==> src/hw/rtl/assert_macros.svh <==
// assertion macros shared by the binding point allocator rtl
// no dependencies; taken in by files that check their own logic
`ifndef ASSERT_MACROS_SVH
`define ASSERT_MACROS_SVH

// clocked check, off while reset is high, with a message
`define BPA_ASSERT_MSG(lbl, clk, rst, prop, msg) \
   lbl: assert property (@(posedge clk) disable iff (rst) prop) else $error(msg);

// clocked check with a fixed message
`define BPA_ASSERT(lbl, clk, rst, prop) \
   `BPA_ASSERT_MSG(lbl, clk, rst, prop, "bpa check failed")

`endif

==> src/hw/rtl/bpa_pkg.sv <==
// binding point allocator package: sizes, codes, command and status types
// no dependencies; used by bpa_ctrl, bpa_dp, binding_point_allocator_unit and the testbench
`default_nettype none

package bpa_pkg;

   localparam int MAX_SLOTS   = 32;
   localparam int NUM_CLASSES = 5;
   localparam int MAP_ENTRIES = 160;
   localparam int NUM_REGS    = 5;
   localparam int LANES       = 16;

   localparam int ROWS      = (MAP_ENTRIES + LANES - 1) / LANES;
   localparam int ROW_W     = (ROWS > 1) ? $clog2(ROWS) : 1;
   localparam int LANE_W    = $clog2(LANES);
   localparam int CLS_W     = (NUM_CLASSES > 1) ? $clog2(NUM_CLASSES) : 1;
   localparam int CNT_W     = $clog2(MAX_SLOTS + 1);
   localparam int STK_DEPTH = NUM_CLASSES * MAX_SLOTS;
   localparam int STK_AW    = (STK_DEPTH > 1) ? $clog2(STK_DEPTH) : 1;

   localparam int SLOT_W    = 5;
   localparam int STATUS_W  = 3;
   localparam int REQ_W     = 2;
   localparam int CLASS_W   = 3;
   localparam int ID_W      = 32;
   localparam int CFG_W     = 6;
   localparam int CSR_IDX_W = 3;

   typedef enum logic [REQ_W-1:0] {
      REQ_ALLOC   = 2'd0,
      REQ_RELEASE = 2'd1,
      REQ_CLEAR   = 2'd2
   } req_code_type;

   typedef enum logic [STATUS_W-1:0] {
      ST_ALLOC     = 3'd0,
      ST_BOUND     = 3'd1,
      ST_EXHAUSTED = 3'd2,
      ST_RELEASED  = 3'd3,
      ST_NOTALLOC  = 3'd4,
      ST_CLEARED   = 3'd5
   } status_type;

   localparam logic [CFG_W-1:0] CFG_RESET [NUM_REGS] = '{6'd8, 6'd32, 6'd16, 6'd16, 6'd1};

   typedef struct packed {
      logic [ID_W-1:0]   id;
      logic [SLOT_W-1:0] slot;
   } map_entry_type;

   typedef struct packed {
      logic load;
      logic issue;
      logic decide;
      logic pop;
      logic clear;
   } cmd_type;

   typedef struct packed {
      logic go_scan;
      logic go_clear;
      logic last_row;
      logic need_pop;
   } stat_type;

   function automatic logic [CNT_W-1:0] class_limit(input logic [CFG_W-1:0] v);
      logic [CNT_W-1:0] r;
      if (int'(v) > MAX_SLOTS) begin
         r = CNT_W'(MAX_SLOTS);
      end else begin
         r = CNT_W'(v);
      end
      return r;
   endfunction

endpackage

`default_nettype wire

==> src/hw/rtl/bpa_ctrl.sv <==
// binding point allocator controller: one-hot sequencer over scan, last, decide, pop and clear
// depends on bpa_pkg
`default_nettype none

module bpa_ctrl (
   input  logic             clock,
   input  logic             reset,
   input  logic             start,
   output logic             busy,
   output bpa_pkg::cmd_type cmd,
   input  bpa_pkg::stat_type stat
);
   import bpa_pkg::*;

   typedef enum logic [5:0] {
      S_IDLE   = 6'b000001,
      S_SCAN   = 6'b000010,
      S_LAST   = 6'b000100,
      S_DECIDE = 6'b001000,
      S_POP    = 6'b010000,
      S_CLEAR  = 6'b100000
   } state_type;

   state_type state_ff;
   state_type state_in;

   always_comb begin
      state_in = state_ff;
      cmd      = '0;
      case (state_ff)
         S_IDLE: begin
            if (start) begin
               cmd.load = 1'b1;
               if (stat.go_clear) begin
                  state_in = S_CLEAR;
               end else if (stat.go_scan) begin
                  state_in = S_SCAN;
               end else begin
                  state_in = S_DECIDE;
               end
            end
         end
         S_SCAN: begin
            cmd.issue = 1'b1;
            if (stat.last_row) begin
               state_in = S_LAST;
            end
         end
         S_LAST: begin
            state_in = S_DECIDE;
         end
         S_DECIDE: begin
            cmd.decide = 1'b1;
            if (stat.need_pop) begin
               state_in = S_POP;
            end else begin
               state_in = S_IDLE;
            end
         end
         S_POP: begin
            cmd.pop  = 1'b1;
            state_in = S_IDLE;
         end
         S_CLEAR: begin
            cmd.clear = 1'b1;
            state_in  = S_IDLE;
         end
         default: begin
            state_in = S_IDLE;
         end
      endcase
   end

   always_ff @(posedge clock) begin
      if (reset) begin
         state_ff <= S_IDLE;
      end else begin
         state_ff <= state_in;
      end
   end

   assign busy = (state_ff != S_IDLE);

endmodule

`default_nettype wire

==> config.mk <==
export PLATFORM = sky130hd
export DESIGN_NAME = bpa_ctrl
export DESIGN_NICKNAME = d
export VERILOG_FILES = /design/src/hw/rtl/assert_macros.svh /design/src/hw/rtl/bpa_pkg.sv /design/src/hw/rtl/bpa_ctrl.sv
export SDC_FILE = /design/constraint.sdc
export NUM_CORES = 1
export LEC_CHECK = 0
export BUFFER_PORTS_ARGS = -buffer_cell sky130_fd_sc_hd__buf_2
export CORE_AREA = 2 2 39 41
export DETAILED_ROUTE_END_ITERATION = 10
export DIE_AREA = 0 0 41 43
export HOLD_SLACK_MARGIN = 0.1
export SYNTH_ARGS = -nofsm -noshare
export SYNTH_HDL_FRONTEND = slang
export SYNTH_SLANG_ARGS = --single-unit
==> constraint.sdc <==
create_clock -name clock -period 1.4 [get_ports clock]
set_input_delay 0.14 -clock clock [delete_from_list [all_inputs] [get_ports clock]]
set_output_delay 0.14 -clock clock [all_outputs]
set_load 0.01 [all_outputs]
======== Word level (Yosys, flattened, before mapping) ========
Index checks and enable logic that the tools add are counted.
word-level totals
  logic and storage cells ................. 23
  input port bits ......................... 7
  memories kept ........................... 0
  register bits after elaboration ......... 6
  RAM bits ................................ 0
  memory bits (read-only) ................. 0
  latch bits .............................. 0
cells by class
  bitwise logic cells ..................... 0
  add/subtract/negate cells ............... 0
  equal/unequal tests ..................... 9
  reduce and logical (&&, ||, !) cells .... 1
  divide/modulo/power cells ............... 0
  multiplexer cells ....................... 12
  $lt $le $gt $ge ......................... 0
  multiply operators ...................... 0
  shift-type cells ........................ 0
operator list
  operator            count
  $pmux 6 s4          1
  $mux 6              3
  $eq 6x1->1 const B  1
  $eq 6x2->1 const B  1
  $eq 6x3->1 const B  1
  $eq 6x4->1 const B  1
  $eq 6x5->1 const B  1
  $eq 6x6->1 const B  1
  $mux 1              6
  $ne 6x1->1 const B  1
  $mux 5              1
  $mux 4              1
  $ne 2x2->1 const B  2
  $reduce_and 2->1    1

======== Longest topological paths before layout ========
  depth in word-level cells ............... 4
  gate-level depth with buffers ........... 3

======== Least setup slack after synthesis ========
Ideal clock, no wire load.
  path kind ............................... register to register
  start point ............................. register state_ff[3]
  end point ............................... register state_ff[3]
  cell stages (with the launch flop) ...... 4
  buffers on the path ..................... 0
  data required time ...................... 1.321 ns
  clock period less this slack ............ 1.496 ns
  path slack .............................. -0.096 ns
  arrival ................................. 1.416 ns
  cells stage by stage .................... dfxtp_1 > or4_4 > or3b_1 > a211oi_2
on the way
  cells in the longest elaborated chain, start to end .. 3
ends and longest elaborated chain
  item                                             RTL line        text
  start, declared                                  bpa_ctrl.sv:24  state_type state_ff;
  start signal, assigned                           bpa_ctrl.sv:78  state_ff <= state_in;
  $eq 6x2->1 / $eq 6x1->1 (equally long branches)  bpa_ctrl.sv:30  case (state_ff)
  $ne 2x2->1 (no line)                             n/a
  $reduce_and 2->1 (no line)                       n/a
Parallel ways exist; a longest one is shown, timed or not.
A chain may end at the register's enable or synchronous reset.

======== Worst setup path in the final report ========
  start point ............................. register state_ff[4]
  end point ............................... register state_ff[1]
The elaborated chain is that of the path after synthesis.

==> results.cfg <==
[route]
vias = 426
viasPerCell = 4.95
remaining_drc_errors = 0
wl_um = 1060
drt_iter0_markers = 0
post_drt_wl_per_cell_um = 12.3
ant_nets = 0
drtPass1Iterations = 1

[clocking]
clk_latency_ns = 0.24
clockBufferDepth = 2
clk_pin_slew_ns = 0.05
cts_root_buf = clkbuf_4
cts_made_buffers = 3
cts_tree = done
htreeDepth = 1
numClockSinks = 6

[critical_path]
endpoint_kind = flop
cp-start-kind = flop
cp.arrival_ns = 1.76
worstPathRequired_ns = 1.57
r2r_slack_ns = -0.19
path_max_fanout = 3
r2r_start = state_ff[4]
path_class = reg -> reg
ff2ff_path_depth = 4
crit_start = state_ff[4]
rr_endpoint = state_ff[1]
crit_end = state_ff[1]

[die]
start_util = 0.244
placeableCoreArea_um2 = 1380
die_h_um = 43
rows = 14
io_pins = 13
fp.dieW_um = 41
dieArea_um2 = 1760

[sta]
rsz0062_at_grt = true
max-slew-margin-rel = 0.838
finalCritPeriodShare = 1.13
final_max_slew_viol_count = 0
finalSetupTns_ns = -1.10
worst_slew_pin_slew_ns = 0.240
min_period_ns = 1.59
hold_viol_final = 0
clock_skew_ns = 0.00394
max_freq_mhz = 630
setup_ws_ns = -0.187
setup_violations = 9

[layout]
multiInputGateArea_um2 = 272
largest_register_ffs = 6
final_util = 0.478
area_growth_pct = 95.9
layout-drive-gt1-share = 0.729
regMostFlops = state_ff
instances_no_fill = 86
post-route-cell-area_um2 = 662
reg.largest.list = state_ff (6)
antenna_cells = 0
ff_latch_area_um2 = 133
nFillCells = 141
layout.nets = 79

[synth]
ys_seq_area_frac = 0.356
ys.flop_type = dfxtp_1
synthesis.area_um2 = 338
synth-edff-count = 0
synth_cell_types = 25
yosysWarnings = 0
synth_async_sr_flop_share = 0
syn-instance-count = 38
synth.ff_latch_count = 6
synthesis.nets = 45
syn_area_per_cell_um2 = 8.89

[power]
switching_share = 0.289
ir_drop_mv = 0.478
switching_power_w = 0.000163
seqPwrFrac = 0.340
comb_power_share = 0.381
power.leakage_nw = 0.299
clkPwrFrac = 0.279
intPower_w = 0.000401
power_density_nw_per_um2 = 852

[place]
hpwl_um = 697
io_buffers = 12
dp_cells = 77
place_area_um2 = 510
routabilityCongestion = 0.710

[grt]
track_usage = 0.143
first_global_vias = 420
grt-ovfl-total = 0
grt_pass1_wl_um = 1730
grt_start_max_net_pins = 6
antenna_found_initial = 0

[outcome]
failed_checks = negative setup slack
status = complete, but fails checks

[hold_path]
hold_depth = 3
min_path_type = in -> reg

[run]
drv_cap = 0
==> critical path, stage by stage (launching register included) <==
cell and delay, ns:
dfxtp_2 0.31, or4_4 0.55, buf_4 0.17, or3_4 0.36, a21oi_2 0.13
==> what timing repair did <==
action                                  CTS  global route
endpoints found under the setup margin   10            11
setup buffers                             4             1
hold endpoints to repair                  2             0
hold buffers                              1             0
cloned                                    0             0
pin swaps                                 8             0
resized for setup                        17             5
==> area by class of cell <==
| cell class | instances | share of cell area |
|---|---|---|
| Inverter | 3 | 0.0170 |
| Timing Repair Buffer | 29 | 0.308 |
| Multi-Input combinational cell | 29 | 0.410 |
| Tap cell | 16 | 0.0302 |
| Sequential cell | 6 | 0.200 |
| Clock buffer | 3 | 0.0340 |
==> power by group through the flow <==
| stage | sequential, W | clock [W] | combinational, W |
|---|---|---|---|
| final | 0.000191 | 0.000157 | 0.000215 |
| after global routing | 0.000193 | 0.000174 | 0.000232 |
| after CTS | 0.000191 | 0.000168 | 0.000187 |
| after detailed placement | 0.000193 | 0 | 0.000149 |
| after global placement | 0.000194 | 0 | 0.000148 |
| after floorplan | 0.000193 | 0 | 0.0000736 |
==> logic make-up (layout without fill, tap and decap cells) <==
family | count (synthesis) | count (layout) | share of synthesized area
AND/OR/NAND/NOR | 22 | 22 | 0.437
flip-flops | 6 | 6 | 0.356
AO/OA/AOI/OAI | 6 | 6 | 0.148
XOR/XNOR | 1 | 1 | 0.0259
buffers and inverters | 3 | 35 | 0.0333
==> Yosys cell counts (2+ instances only) <==
library cell | number | area share
dfxtp_1 | 6 | 0.36
nor2_1 | 3 | 0.033
nor4_1 | 2 | 0.037
inv_1 | 3 | 0.033
nor3_1 | 2 | 0.030
or4_1 | 2 | 0.044
nand2_1 | 2 | 0.022
==> worst min path at each step <==
stage | start | endpoint
final | stat[2] | state_ff[5]
after detailed placement | reset | state_ff[2]
after global routing | stat[2] | state_ff[5]
after floorplan | reset | state_ff[2]
after global placement | reset | state_ff[2]
after CTS | stat[2] | state_ff[5]
==> per-stage QoR <==
stage          hold WS (ns)  total power [W]  setup WS (ns)
2_1_floorplan         0.217         0.000267        -0.0703
3_3_place_gp          0.357         0.000341        -0.0901
3_5_place_dp          0.360         0.000342         -0.111
4_1_cts               0.140         0.000546         -0.205
5_1_grt               0.158         0.000599         -0.237
6_report              0.157         0.000564         -0.187
==> routing by layer <==
layer	vias up	global-route usage	share of wire	wire (um)
met4	0	0.0400	0	0
met1	202	0.172	0.45	477
met2	9	0.231	0.51	536
met3	0	0.0471	0.043	45
li1	215	-	-	-
met5	-	0	0	0
==> placed cells by master, fill, tap and decap left out, types with 2 or more instances in the layout <==
cell type,instances
buf_2,11
buf_4,14
buf_6,3
clkbuf_4,3
dfxtp_2,4
dfxtp_4,2
inv_1,3
nor2_1,2
nor3_4,2
or4_4,2
Power figures use the tool's default switching activity.
